**config.mk**
```make
export PLATFORM = sky130hd
export DESIGN_NAME = sprite_rle_row_decoder_unit
export DESIGN_NICKNAME = d
export VERILOG_FILES = /design/src/hw/rtl/srd_pkg.sv /design/src/hw/rtl/sprite_rle_row_decoder_unit.sv /design/src/hw/rtl/srd_core.sv
export SDC_FILE = /design/constraint.sdc
export NUM_CORES = 1
export LEC_CHECK = 0
export BUFFER_PORTS_ARGS = -buffer_cell sky130_fd_sc_hd__buf_2
export CAP_MARGIN = 20
export CORE_ASPECT_RATIO = 1.75
export CORE_MARGIN = 2
export CORE_UTILIZATION = 43
export CTS_CLUSTER_SIZE = 20
export DETAILED_ROUTE_END_ITERATION = 10
export GPL_TIMING_DRIVEN = 0
export PLACE_DENSITY = 0.69
export SETUP_SLACK_MARGIN = 0.4
export SYNTH_ARGS = -nofsm -noshare
export SYNTH_HDL_FRONTEND = slang
export SYNTH_SLANG_ARGS = --single-unit
```
**constraint.sdc**
```tcl
create_clock -name clk -period 7 [get_ports clk]
set_input_delay 1.4 -clock clk [delete_from_list [all_inputs] [get_ports clk]]
set_output_delay 1.4 -clock clk [all_outputs]
set_load 0.02 [all_outputs]
```
**src/hw/rtl/srd_pkg.sv**
```systemverilog
// Shared types and constants of the sprite run-length row decoder.
package srd_pkg;

  localparam int MAX_DIM_DEFAULT = 256;

  localparam int COL_W = 9;
  localparam int ROW_W = 9;
  localparam int RUN_W = 7;
  localparam int CNT_W = 17;
  localparam int ADDR_W = 4;

  localparam logic [7:0] LINE_END = 8'h80;
  localparam logic [7:0] LOW_MASK = 8'h7F;
  localparam logic [COL_W-1:0] COL_MAX = '1;
  localparam logic [ROW_W-1:0] ROW_TOP = '1;

  localparam logic [COL_W-1:0] WIDTH_RESET = 9'd256;
  localparam logic [ROW_W-1:0] HEIGHT_RESET = 9'd256;
  localparam logic [CNT_W-1:0] LENGTH_RESET = 17'd1;

  typedef enum logic [1:0] {
    REG_FRAME_WIDTH  = 2'd0,
    REG_FRAME_HEIGHT = 2'd1,
    REG_COMP_LENGTH  = 2'd2,
    REG_NONE         = 2'd3
  } reg_index_t;

  typedef struct packed {
    logic [COL_W-1:0] frame_width;
    logic [ROW_W-1:0] frame_height;
    logic [CNT_W-1:0] compressed_length;
  } srd_cfg_t;

  typedef struct packed {
    logic       write_valid;
    logic [7:0] pixel_x;
    logic [7:0] pixel_row;
    logic [7:0] color;
    logic       frame_done;
    logic       status;
  } srd_result_t;

endpackage

```
**src/hw/rtl/sprite_rle_row_decoder_unit.sv**
```systemverilog
// Top level of the sprite run-length row decoder: register port, decoder and output buffer.
//
// The block takes one compressed byte per input beat on byte_in (in_valid,
// in_stall) and returns at most one result beat per byte on the output channel
// (out_valid, out_stall). A result is produced for every literal color byte,
// whether written or suppressed as outside the frame, and for the last byte of
// a frame, which also carries frame_done. Other control bytes give no beat.
// Each result is registered in the output register, or first in the skid
// entry; a new byte can be taken in every cycle while in_stall is low, so the
// sustained rate is one byte per clock, set by the column, row and run count update.
// The output register is backed by one skid entry: a stalled receiver lets one
// more result be buffered, after which in_stall rises until the output drains.
// Frame width, height and compressed length are written through the APB port
// at byte addresses 0, 4 and 8; each write to them rearms the decoder for a new frame.
// Synchronous reset restores width 256, height 256 and length 1, rearms the
// decoder at the bottom row and empties the output buffer.
module sprite_rle_row_decoder_unit import srd_pkg::*; #(
  parameter int MAX_DIM = MAX_DIM_DEFAULT
) (
  input  logic              clk,
  input  logic              rst,
  input  logic              psel,
  input  logic              penable,
  input  logic              pwrite,
  input  logic [ADDR_W-1:0] paddr,
  input  logic [31:0]       pwdata,
  output logic [31:0]       prdata,
  output logic              pready,
  input  logic              in_valid,
  output logic              in_stall,
  input  logic [7:0]        byte_in,
  output logic              out_valid,
  input  logic              out_stall,
  output logic              write_valid,
  output logic [7:0]        pixel_x,
  output logic [7:0]        pixel_row,
  output logic [7:0]        color,
  output logic              frame_done,
  output logic              status
);

  srd_cfg_t         cfg;
  reg_index_t       reg_sel;
  logic             cfg_write;
  logic [ROW_W-1:0] rearm_height;
  logic             take;
  logic             have;
  srd_result_t      result;
  srd_result_t      out_data;
  srd_result_t      skid_data;
  logic             skid_valid;

  assign pready = 1'b1;
  assign reg_sel = reg_index_t'(paddr[3:2]);
  assign cfg_write = psel && penable && pwrite && (reg_sel != REG_NONE);

  always_ff @(posedge clk) begin
    if (rst) begin
      cfg.frame_width <= WIDTH_RESET;
      cfg.frame_height <= HEIGHT_RESET;
      cfg.compressed_length <= LENGTH_RESET;
    end else if (cfg_write) begin
      case (reg_sel)
        REG_FRAME_WIDTH:  cfg.frame_width <= pwdata[COL_W-1:0];
        REG_FRAME_HEIGHT: cfg.frame_height <= pwdata[ROW_W-1:0];
        REG_COMP_LENGTH:  cfg.compressed_length <= pwdata[CNT_W-1:0];
        default: ;
      endcase
    end
  end

  always_comb begin
    if (rst) begin
      rearm_height = HEIGHT_RESET;
    end else if (cfg_write && reg_sel == REG_FRAME_HEIGHT) begin
      rearm_height = pwdata[ROW_W-1:0];
    end else begin
      rearm_height = cfg.frame_height;
    end
  end

  always_comb begin
    case (reg_sel)
      REG_FRAME_WIDTH:  prdata = 32'(cfg.frame_width);
      REG_FRAME_HEIGHT: prdata = 32'(cfg.frame_height);
      REG_COMP_LENGTH:  prdata = 32'(cfg.compressed_length);
      default:          prdata = '0;
    endcase
  end

  assign in_stall = skid_valid;
  assign take = in_valid && !skid_valid;

  srd_core #(
    .MAX_DIM (MAX_DIM)
  ) u_core (
    .clk          (clk),
    .rst          (rst),
    .cfg          (cfg),
    .rearm        (cfg_write),
    .rearm_height (rearm_height),
    .take         (take),
    .byte_in      (byte_in),
    .have         (have),
    .result       (result)
  );

  always_ff @(posedge clk) begin
    if (rst) begin
      out_valid <= 1'b0;
      skid_valid <= 1'b0;
    end else if (out_valid && out_stall) begin
      if (take && have) begin
        skid_valid <= 1'b1;
        skid_data <= result;
      end
    end else if (skid_valid) begin
      out_valid <= 1'b1;
      out_data <= skid_data;
      skid_valid <= 1'b0;
    end else begin
      out_valid <= take && have;
      out_data <= result;
    end
  end

  assign write_valid = out_data.write_valid;
  assign pixel_x = out_data.pixel_x;
  assign pixel_row = out_data.pixel_row;
  assign color = out_data.color;
  assign frame_done = out_data.frame_done;
  assign status = out_data.status;

endmodule

```
**src/hw/rtl/srd_core.sv**
```systemverilog
// Decode state and per-byte next-state and result logic of the row decoder.
module srd_core import srd_pkg::*; #(
  parameter int MAX_DIM = MAX_DIM_DEFAULT
) (
  input  logic             clk,
  input  logic             rst,
  input  srd_cfg_t         cfg,
  input  logic             rearm,
  input  logic [ROW_W-1:0] rearm_height,
  input  logic             take,
  input  logic [7:0]       byte_in,
  output logic             have,
  output srd_result_t      result
);

  localparam logic [COL_W-1:0] DIM_LIMIT = COL_W'(MAX_DIM);

  logic [COL_W-1:0] column, column_next;
  logic [ROW_W-1:0] row, row_next;
  logic [RUN_W-1:0] literal_left, literal_left_next;
  logic [CNT_W-1:0] bytes_taken, bytes_taken_next;

  logic [COL_W:0]   col_sum;
  logic [RUN_W-1:0] skip;
  logic             in_frame;
  logic             done;

  always_comb begin
    skip = RUN_W'(byte_in & LOW_MASK);
    in_frame = (column < cfg.frame_width) && (column < DIM_LIMIT) &&
               (row < cfg.frame_height) && (row < DIM_LIMIT);
    col_sum = {1'b0, column} + (COL_W + 1)'(1);
    column_next = column;
    row_next = row;
    literal_left_next = literal_left;
    result = '0;
    have = 1'b0;
    if (literal_left != '0) begin
      have = 1'b1;
      if (in_frame) begin
        result.write_valid = 1'b1;
        result.pixel_x = column[7:0];
        result.pixel_row = row[7:0];
        result.color = byte_in;
      end else begin
        result.status = 1'b1;
      end
      column_next = col_sum[COL_W] ? COL_MAX : col_sum[COL_W-1:0];
      literal_left_next = literal_left - RUN_W'(1);
    end else if (byte_in == LINE_END) begin
      column_next = '0;
      row_next = (row == '0 || row == ROW_TOP) ? ROW_TOP : row - ROW_W'(1);
    end else if (byte_in[7]) begin
      col_sum = {1'b0, column} + (COL_W + 1)'(skip);
      column_next = col_sum[COL_W] ? COL_MAX : col_sum[COL_W-1:0];
    end else begin
      literal_left_next = skip;
    end
    bytes_taken_next = bytes_taken + CNT_W'(1);
    done = bytes_taken_next >= cfg.compressed_length;
    if (done) begin
      have = 1'b1;
      result.frame_done = 1'b1;
      column_next = '0;
      row_next = cfg.frame_height - ROW_W'(1);
      literal_left_next = '0;
      bytes_taken_next = '0;
    end
  end

  always_ff @(posedge clk) begin
    if (rst || rearm) begin
      column <= '0;
      row <= rearm_height - ROW_W'(1);
      literal_left <= '0;
      bytes_taken <= '0;
    end else if (take) begin
      column <= column_next;
      row <= row_next;
      literal_left <= literal_left_next;
      bytes_taken <= bytes_taken_next;
    end
  end

endmodule

```
Word level (Yosys, flattened, before mapping)
Cells that the tools add are included.
{ "word_totals": {"register_bits": 133, "latch_bits": 0, "ramBits": 0, "romBits": 0, "inputBits": 51, "out_inout_bits": 62, "word_cells": 100, "memories": 0} }
{ "op_classes": {"n_addsub": 7, "multipliers": 0, "div_mod_pow": 0, "order_cmp": 5, "n_eq_ne": 8, "n_shift": 0, "muxes": 29, "bitwise": 2, "n_reduce_logical": 28} }
{ "op_table": {"columns": ["op", "count"], "rows": [
  ["$mux 9", 14],
  ["$pmux 17 s3", 1],
  ["$mux 25", 2],
  ["$mux 7", 4],
  ["$mux 27", 1],
  ["$sub 9x1->9 const B", 3],
  ["$lt 9x9->1", 2],
  ["$lt 9x9->1 const B", 2],
  ["$add 17x1->17 const B", 1],
  ["$ge 17x17->1", 1],
  ["$mux 17", 1],
  ["$add 9x1->10 const B", 1],
  ["$add 9x7->10", 1],
  ["$logic_and 1x1->1", 10],
  ["$reduce_and 2->1", 5],
  ["$eq 9x9->1 const B", 1],
  ["$logic_not 9->1", 1],
  ["$reduce_and 3->1", 3],
  ["$eq 8x8->1 const B", 1],
  ["$reduce_bool 7->1", 1],
  ["$sub 7x1->7 const B", 1],
  ["$mux 1", 6],
  ["$ne 3x1->1 const B", 2],
  ["$reduce_bool 4->1", 1],
  ["11 further kinds", 13]
]} }

Logic depth before layout (Yosys ltp)
Gate-level depths: netlist of the first run.
{ "depth": {"depth_word": 8, "ltp_mapped": 15} }

Cells and area by module
From an unflattened synthesis of the first run, not the netlist that was laid out.
{ "unflattened": {"hier_cells": 931, "area_unflattened_um2": 8714.6} }
{ "modules_own_cells": {"columns": ["mod", "n_inst", "cells_per_inst", "area_each_um2", "seq_area_each_um2"], "rows": [
  ["srd_core", 1, 630, 4735.8, 930.9],
  ["sprite_rle_row_decoder_unit", 1, 301, 3978.8, 2362.3]
]} }

Worst setup path before layout of the first run
Ideal clock, no wire load.
{ "synth_timing": {"kind": "flip-flop to flip-flop", "from": "reg u_core.bytes_taken[0]", "to": "reg skid_data[0] in the netlist's numbering, enable pin", "setup_ps": 452, "arrival_time_ps": 5067, "required_ps": 6548, "setup_slack_ps": 1481, "path_stages_with_launch": 15, "period_less_slack_ps": 5519, "cell_sequence": "dfxtp_1 -> ha_1 -> nand3_1 -> nor3_2 -> and2_1 -> and3_1 -> xor2_1 -> ha_1 -> and4_1 -> nand2b_1 -> a311oi_1 -> nor4b_4 -> buf_2 -> buf_1 -> a211oi_1"} }
{ "synth_via": {"elab_chain_len": 5} }
{ "synth_lines": {"columns": ["element", "line_no", "rtl"], "rows": [
  ["start, declared", "srd_core.sv:21", "logic [CNT_W-1:0] bytes_taken, bytes_taken_next;"],
  ["start signal, assigned", "srd_core.sv:81", "bytes_taken <= bytes_taken_next;"],
  ["$add 17x1->17", "srd_core.sv:59", "bytes_taken_next = bytes_taken + CNT_W'(1);"],
  ["$ge 17x17->1", "srd_core.sv:60", "done = bytes_taken_next >= cfg.compressed_length;"],
  ["$mux 1", "srd_core.sv:61", "if (done) begin"],
  ["$logic_and 1x1->1", "sprite_rle_row_decoder_unit.sv:113", "if (take && have) begin"],
  ["$reduce_and 3->1 (no line)", null, null],
  ["end signal, assigned", "sprite_rle_row_decoder_unit.sv:115", "skid_data <= result;"],
  ["end, declared", "sprite_rle_row_decoder_unit.sv:50", "srd_result_t skid_data;"]
]} }
No other way between the ends.
A chain may end at the register's enable or synchronous reset.

Worst setup path in the final report of the first run
{ "layout_timing": {"from": "reg u_core.bytes_taken[0]", "to": "reg skid_data[13] in the netlist's numbering, enable pin"} }
Same word-level chain as after synthesis.

==> metrics.txt, run 1 <==
Max Fclk=around 200 MHz; clk_skew=roughly 0.0083 ns; met1 WL=8344 um; Post-DP Area=a little under 9000 um2; DP Cell Count=around 1200; H-tree Lvls=4; Compound-Gate Fraction of Synth Area=0.1547; Layout fillers=approximately 1800; Sequential Area=3293 um2; adder-cell share of the synthesized area=0.07519; initial antenna violation count=0; HPWL after DPL=between 15000 and 20000 um; hold path depth=2; Setup WS pre-CTS=1.968 ns; final core occ=0.5162; Net count, final=around 1100; Port Buffers=77; post-cts sizing count=0; most frequent cell after synthesis=nand2_1; Worst-Margin Slew=between 0.9 and 1 ns; FF-to-FF End=skid_data[13]$_DFFE_PP_; Overall Power=between 2 and 2.5 mW; DIE HEIGHT=185.4 um; Die Wd=around 110 um; Synth Flop Type=dfxtp_1; Slew headroom=0.3703; Static Leak=3.663 nW; Clock Path Buffers=2; Post-CTS Setup Inserts=0; largest cells by area after synthesis=edfxtp_1 (23%), dfxtp_1 (17%), ha_1 (7.3%); Syn. warnings=0; outcome=finished, final reports clean; largest family of logic cells by synthesized area=simple AND/OR/NAND/NOR gates; vias in the first global route=about 7000; WHS=0.4679 ns; Synth area leader=edfxtp_1; initial core utilization=0.4372; number of vias per cell=approximately 5.6; worst skew pair latency=0.43 ns; top post-synthesis cells by count=nand2_1 (117), dfxtp_1 (70), a21oi_1 (63), edfxtp_1 (63), inv_1 (50); Crit path required time=between 7 and 8 ns; number of DRC markers in iteration 0=303; antenna-violating nets left=0; final WL=around 22000 um; I/O pin cnt=113; top cell type's share of synthesized area=0.2339; Worst Hold Class=flop to flop; Crit Path Class=flop to flop; Core ar.=about 18000 um2; non-filler cells, final=around 1300; DRT Pass-1 Iters=5; detailed-route via count=7108; Highest Signal Layer=met4; arrival time at the worst endpoint=between 5 and 6 ns; clock sinks=133; final cycle utilization of the critical path=0.7153; Cells after Synth=between 900 and 1000; area grow syn2layout=18.07%; first-pass GRT wire length=~35000 um; Multi-input gate area=4363 um2; Post-synth EDFFs=63; Worst setup SP type=flop; Final WS setup=1.993 ns; ANT cells=0; final setup fails=0; Synth Register Bits=between 100 and 150; Reg clk slew, reported paths=roughly 0.06 ns; post-synthesis cell type count=a little under 70; Fin. Hold Viols=0; metal2 WL=~11000 um; std cell rows=between 60 and 70; Reg-to-Reg Start=u_core.bytes_taken[0]$_SDFFE_PN0P_; Fin Setup TNS=0 ns; Final Instance Area=~9500 um2; mux cell area share after synthesis=0.03481; asr flop ratio synth=0; pins over their slew limit=0; critical hold path startpoint=cfg[11]$_SDFFE_PP0P_; Critical Path End Type=flop; Hold Path End=cfg[11]$_SDFFE_PP0P_; post-layout minimum cycle time=between 5 and 6 ns; DR WL met3=around 890 um; simple-gate share of the synthesized area=0.2209; Pwr Density=between 200 and 250 nW/um2; Num CTS Buffers=17; gpl congestion=between 0.9 and 1; Overflow after GRT=0; Post-CTS Hold Buffers=0; sequential area share after synthesis=0.4072; Die Footprint=19960 um2; R2R setup slack=about 2.0 ns; mapped cell area=just over 8000 um2; CP max FO=14; syn_area_per_cell=about 8.9 um2; XOR/XNOR share of the synthesized area=0.04440; layout cells sized above 1=0.1692; Residual DRC=0; Max-Cap Viols=0; Worst R2R Path Depth=15; Max IR drop VDD=151.8 uV; root buffer cell=clkbuf_16; DR WL/cell=about 17 um; gr usage total=0.2293; largest net degree at the start of global routing=17; CTS tree=done; RSZ-0062 raised after global routing=no
-- where the power goes --
| part | leakage, nW | internal, mW | switching, mW |
|---|---|---|---|
| Sequential | 1.15 | 0.850 | 0.0184 |
| Combinational | 2.19 | 0.108 | 0.201 |
| Clock | 0.327 | 0.686 | 0.360 |
| Total | 3.66 | 1.64 | 0.580 |
-- how the worst max path moves through the flow --
stage,endpoint,from,cells past startpoint
after global routing,skid_data[13]$_DFFE_PP_,u_core.bytes_taken[0]$_SDFFE_PN0P_,15
after CTS,skid_data[13]$_DFFE_PP_,u_core.bytes_taken[0]$_SDFFE_PN0P_,15
after global placement,skid_data[13]$_DFFE_PP_,u_core.bytes_taken[0]$_SDFFE_PN0P_,14
after floorplan,skid_data[0]$_DFFE_PP_,u_core.bytes_taken[0]$_SDFFE_PN0P_,14
after detailed placement,skid_data[14]$_DFFE_PP_,u_core.bytes_taken[0]$_SDFFE_PN0P_,15
final,skid_data[13]$_DFFE_PP_,u_core.bytes_taken[0]$_SDFFE_PN0P_,15
-- final cells by class --
type                    count  share of cell area
multi-input cells         675              0.4569
flip-flops and latches    133              0.3449
clock buffers              19             0.04743
repair buffers             79             0.04350
plain buffers              63             0.03197
well taps                 238             0.03118
clock inverters            13             0.02372
inverters                  52             0.02044
-- cells in the final DEF (no fill, tap or decap), types with 6 or more instances in the layout --
cell type | netlist | final
a21oi_1 | 63 | 62
bufinv_16 | 0 | 6
buf_2 | 7 | 84
mux2i_1 | 18 | 18
buf_4 | 16 | 16
o21ai_0 | 35 | 35
inv_1 | 50 | 50
mux2_2 | 9 | 9
or3_1 | 6 | 6
conb_1 | 2 | 16
o22ai_1 | 9 | 9
nor2b_1 | 10 | 10
or4_1 | 7 | 7
dfxtp_1 | 70 | 70
nand3_1 | 46 | 46
or2_2 | 6 | 6
xnor2_1 | 28 | 28
nor4_1 | 8 | 8
ha_1 | 47 | 47
edfxtp_1 | 63 | 63
clkbuf_16 | 0 | 17
nand2_1 | 117 | 117
nor2_1 | 32 | 32
xor2_1 | 13 | 13
a31o_2 | 18 | 18
and3_1 | 8 | 8
nand4_1 | 14 | 14
and2_1 | 47 | 47
nand2b_1 | 6 | 6
nor3_1 | 24 | 24
a31oi_1 | 13 | 13
a21o_1 | 8 | 8
clkbuf_1 | 36 | 36
-- flip-flops by register name, indices dropped and copies added (netlist names), 7 cells and up --
signal,flops
u_core.bytes_taken,17
pixel_row,8
u_core.literal_left,7
color,8
skid_data,27
pixel_x,8
cfg,35
u_core.column,9
u_core.row,9
-- critical path: stages, from the launching register on --
cell	delay (ns)
dfxtp_1	0.43
ha_1	0.25
nand3_1	0.22
nor3_2	0.38
and2_1	0.27
and3_1	0.23
xor2_1	0.26
ha_1	0.20
and4_1	0.23
nand2b_1	0.09
a311oi_1	0.47
nor4b_4	0.12
buf_2	0.22
buf_1	0.32
a211oi_4	0.77
buf_8	0.25
-- layer usage --
metal  GRT usage  vias to the layer above
met3     0.03096                       89
met4      0.1667                        0
met5           0                        -
met1      0.2347                     3315
li1            -                     3459
met2      0.4176                      245
-- cells by family after synthesis --
group / after synthesis
flops: 133
compound gates: 195
xor+xnor: 41
fa+ha+maj: 48
buf+inv: 115
mux: 27
other cells: 2
simple gates: 348
Power figures use the tool's default switching activity.
==> run 2: changes to the inputs <==
Settings changed: PLACE_DENSITY 0.69 to 0.71.
Clock period 7 ns to 4.35 ns, I/O delays scaled along.
==> metrics.txt, run 2 (same netlist as run 1, synthesis figures left out) <==
Sw Share=0.2825; Crit path required time=4.70 ns; detailed-route via count=between 7000 and 8000; non-filler cells, final=around 1300; ANT cells=0; commonest cells after routing, fill and taps aside=nand2_1 (116), buf_2 (81), dfxtp_1 (66), edfxtp_1 (63), a21oi_1 (62); root buffer cell=clkbuf_16; Max Fclk=roughly 260 MHz; final setup fails=0; Worst-Margin Slew=0.9065 ns; vias in the first global route=7005; Overall Power=3.336 mW; area grow syn2layout=18.66%; RSZ-0062 raised after global routing=no; Worst setup SP type=flop; Max IR drop VDD=between 200 and 300 uV; clock sinks=between 100 and 150; Layout fillers=between 1500 and 2000; CP max FO=10; gpl congestion=slightly below 0.9; number of DRC markers in iteration 0=~300; DP Cell Count=between 1000 and 1500; clk_skew=about 0.013 ns; Clock Path Buffers=2; worst skew pair latency=0.42 ns; most common library cell in the layout ignoring fill and taps=nand2_1; DIE HEIGHT=roughly 190 um; Die Wd=about 110 um; Fin Setup TNS=0 ns; outcome=finished, final reports clean; final cycle utilization of the critical path=0.8765; Crit Path Class=flop to flop; Logic pwr share=0.151; Reg power frac=0.419; Overflow after GRT=0; layout cells sized above 1=0.1880; I/O pin cnt=around 110; Largest register FFs=35; Port Buffers=77; Die Footprint=roughly 20000 um2; Slew headroom=0.3944; Setup WS pre-CTS=-0.1503 ns; CTS tree=done; Most flops, register=cfg; final WL=22070 um; Final WS setup=between 0.5 and 0.6 ns; pins over their slew limit=0; DR WL/cell=approximately 17 um; Int Power=between 2 and 2.5 mW; H-tree Lvls=4; initial antenna violation count=0; final core occ=0.5188; Critical Path End Type=flop; arrival time at the worst endpoint=4.16 ns; HPWL after DPL=around 17000 um; Residual DRC=0; Max-Cap Viols=0; post-layout minimum cycle time=approximately 3.8 ns; Fin. Hold Viols=0; Sequential Area=approximately 3300 um2; antenna-violating nets left=0; switching pwr=~0.94 mW; largest net degree at the start of global routing=17; Multi-input gate area=4449 um2; first-pass GRT wire length=approximately 35000 um; initial core utilization=0.4372; Reg clk slew, reported paths=approximately 0.06 ns; Num CTS Buffers=17; std cell rows=66; Core ar.=between 15000 and 20000 um2; number of vias per cell=between 5 and 6; Net count, final=roughly 1100; Clk network pwr share=0.430; Post-CTS Hold Buffers=0; Static Leak=3.687 nW; gr usage total=0.2257; Worst Hold Class=flop to flop; Pwr Density=approximately 350 nW/um2; top flop regs=cfg: 35 flops, skid_data: 27 flops, u_core.bytes_taken: 17 flops; DRT Pass-1 Iters=5
==> run 2: cell types whose count changed in the layout (fill, tap and decap cells not counted), moves of 2 or more <==
cell,delta
buf_1,-2
buf_2,-3
buf_4,+4
bufinv_16,-4
clkbuf_2,+2
clkbuf_8,-2
clkinvlp_4,+4
dfxtp_1,-4
dfxtp_2,+3
inv_6,+3
nor3_4,+2
==> run 2: area by class of cell <==
type                            instances  share of cell area
Tap cell                              238             0.03103
Buffer                                 63             0.03364
Sequential cell                       133              0.3439
Clock inverter                         15             0.01617
Multi-Input combinational cell        675              0.4636
Timing Repair Buffer                   82             0.04694
Clock buffer                           17             0.04433
Inverter                               52             0.02034
==> run 2: final timing paths <==
kind                                      startpoint                                   to  slack, ns  depth (start not counted)
setup / recovery  u_core.bytes_taken[1]$_SDFFE_PN0P_  u_core.bytes_taken[14]$_SDFFE_PN0P_       0.54                         14
hold / removal                  cfg[11]$_SDFFE_PP0P_                 cfg[11]$_SDFFE_PP0P_       0.47                          2
setup reg to reg  u_core.bytes_taken[1]$_SDFFE_PN0P_  u_core.bytes_taken[14]$_SDFFE_PN0P_       0.54                         14
hold reg to reg                 cfg[11]$_SDFFE_PP0P_                 cfg[11]$_SDFFE_PP0P_       0.47                          2
==> run 2: per-stage QoR <==
step | area [um2] | hold slack (ns)
after floorplan | 8178 | 0.4447
after global placement | 8861 | 0.4562
after detailed placement | 8895 | 0.4603
after CTS | 9529 | 0.4702
after global routing | 9597 | 0.4939
final | 9597 | 0.4687
==> run 2: repair_timing <==
item	CTS	global route
pin swaps	3	1
setup buffers	3	0
resized for setup	5	18
setup endpoints to repair	81	70
==> run 2: per-layer routing <==
layer	GRT usage	share of wire	vias to the layer above
li1	-	-	3475
met1	0.2403	0.38	3348
met2	0.4164	0.53	217
met3	0.02815	0.038	65
met4	0.1349	0.050	0
met5	0	0	-
==> run 2: worst max-delay path: stages (launching register included) <==
cell and delay, ns:
dfxtp_2 0.37, ha_4 0.18, nand3_4 0.12, nor3_4 0.20, and2_4 0.19, and3_2 0.25
xor2_4 0.19, ha_1 0.28, and4_1 0.22, a221o_1 0.36, nor4b_4 0.40, inv_2 0.10
buf_4 0.22, or4_1 0.49, a31oi_1 0.16
==> run 2: power by group through the flow <==
stage,clock network (mW),registers [mW],logic [mW]
floorplan,0,1.45,0.305
global placement,0,1.42,0.483
detailed placement,0,1.42,0.492
CTS,1.45,1.40,0.499
global route,1.50,1.40,0.547
finish,1.43,1.40,0.505
==> run 3: changes to the inputs <==
Settings changed: CAP_MARGIN 20 to 10, CORE_MARGIN 2 to unset.
==> metrics.txt, run 3 (same netlist as run 1, synthesis figures left out) <==
outcome=finished, final reports clean; Overall Power=approximately 3.4 mW; Overflow after GRT=0; pins over their slew limit=0; Post-DP Area=8880 um2; Critical Path End Type=flop; Residual DRC=0; clk_skew=roughly 0.011 ns; crit-path cells=nand4_1 -> nor3_4 -> nand3_1 -> xnor2_1 -> ha_1 -> and4_1 -> a221o_1 -> nor4b_4 -> inv_2 -> buf_4 -> or4_1 -> a31oi_1; std cell rows=between 60 and 70; initial antenna violation count=0; HPWL after DPL=about 17000 um; slowest stage delay, CP=a little under 0.5 ns; CP delay by family, top=simple AND/OR/NAND/NOR gates; Worst-Margin Slew=0.9452 ns; final cycle utilization of the critical path=0.8839; Port Buffers=77; vias in the first global route=between 7000 and 8000; gpl congestion=approximately 0.9; commonest cells after routing, fill and taps aside=nand2_1 (116), buf_2 (81), dfxtp_1 (68), edfxtp_1 (63), a21oi_1 (62); Worst setup SP type=flop; Max IR drop VDD=between 200 and 300 uV; Static Leak=about 3.7 nW; non-filler cells, final=1278; Fin. Hold Viols=0; H-tree Lvls=4; gr usage total=0.2350; antenna-violating nets left=0; Slew headroom=0.3685; Worst Hold Class=flop to flop; Layout fillers=1780; Net count, final=between 1000 and 1500; Sequential Area=~3300 um2; Post-CTS Hold Buffers=0; root buffer cell=clkbuf_16; Multi-input gate area=4462 um2; Final Instance Area=around 9600 um2; top flop regs=cfg: 35 flops, skid_data: 27 flops, u_core.bytes_taken: 17 flops; final WL=about 22000 um; detailed-route via count=7116; DRT Pass-1 Iters=5; Largest register FFs=35; layout cells sized above 1=0.1865; Num CTS Buffers=17; crit path buf inv count=2; clock sinks=133; Max-Cap Viols=0; worst skew pair latency=around 0.42 ns; number of vias per cell=5.568; Clock Path Buffers=2; post-layout minimum cycle time=roughly 3.8 ns; RSZ-0062 raised after global routing=no; Die Footprint=19380 um2; most common library cell in the layout ignoring fill and taps=nand2_1; final setup fails=0; Crit path required time=approximately 4.7 ns; Core ar.=between 15000 and 20000 um2; I/O pin cnt=between 100 and 150; Critical-path top delay cell=dfxtp_1; Most flops, register=cfg; Pwr Density=~350 nW/um2; Max Fclk=approximately 260 MHz; Crit Path Class=flop to flop; area grow syn2layout=19.11%; Die Wd=between 100 and 150 um; DP Cell Count=1239; arrival time at the worst endpoint=about 4.2 ns; initial core utilization=0.4372; DIE HEIGHT=183.4 um; number of DRC markers in iteration 0=around 410; ANT cells=0; WHS=~0.47 ns; first-pass GRT wire length=approximately 35000 um; Fin Setup TNS=0 ns; CP max FO=10; Reg clk slew, reported paths=around 0.06 ns; CTS tree=done; largest net degree at the start of global routing=17; DR WL/cell=17.39 um
run 3: cell count changes in the layout (fill, tap and decap cells not counted), moves of 2 or more:
cell / delta
clkinv_4: +2
buf_4: +4
dfxtp_1: +2
clkinvlp_4: -5
run 3: routing by layer:
metal / routed length, um / track usage / vias to the layer above
li1: - / - / 3478
met1: 8289 / 0.2467 / 3304
met2: 11540 / 0.4340 / 253
met3: 1053 / 0.03580 / 81
met4: 1342 / 0.1450 / 0
met5: 0 / 0 / -
run 3: repair_timing:
action / in CTS / in global routing
pin swaps: 4 / 1
resized for setup: 8 / 9
gates cloned: 1 / 0
setup endpoints to repair: 79 / 60
setup buffers: 4 / 2
run 3: final timing paths:
path,endpoint,slack (ns),cells after the start,from
worst max register to register,u_core.bytes_taken[14]$_SDFFE_PN0P_,0.50,12,u_core.bytes_taken[2]$_SDFFE_PN0P_
worst min register to register,cfg[10]$_SDFFE_PP0P_,0.47,2,cfg[10]$_SDFFE_PP0P_
worst max-delay path,u_core.bytes_taken[14]$_SDFFE_PN0P_,0.50,12,u_core.bytes_taken[2]$_SDFFE_PN0P_
worst min-delay path,cfg[10]$_SDFFE_PP0P_,0.47,2,cfg[10]$_SDFFE_PP0P_
run 3: stage by stage:
stage,worst slack [ns],util
global route,0.3471,0.5208
CTS,0.4218,0.5173
detailed placement,-0.2793,0.4800
floorplan,0.4025,-
global placement,-0.2446,0.4790
finish,0.5050,0.5208
run 3: area by class of cell:
class                   count  share of cell area
clock inverters            15             0.01844
inverters                  52             0.02026
multi-input cells         676              0.4632
clock buffers              17             0.04416
repair buffers             84             0.04754
plain buffers              63             0.03338
well taps                 238             0.03091
flip-flops and latches    133              0.3421
run 3: power by group:
part	internal, mW	total [mW]	switching, mW
clock network	0.907	1.50	0.595
logic	0.182	0.512	0.330
registers	1.37	1.40	0.0301
run 3: worst reg2reg max path: stages, from the launching register on:
cell     delay (ns)
dfxtp_1        0.49
nand4_1        0.26
nor3_4         0.30
nand3_1        0.13
xnor2_1        0.33
ha_1           0.32
and4_1         0.20
a221o_1        0.35
nor4b_4        0.39
inv_2          0.11
buf_4          0.23
or4_1          0.48
a31oi_1        0.18
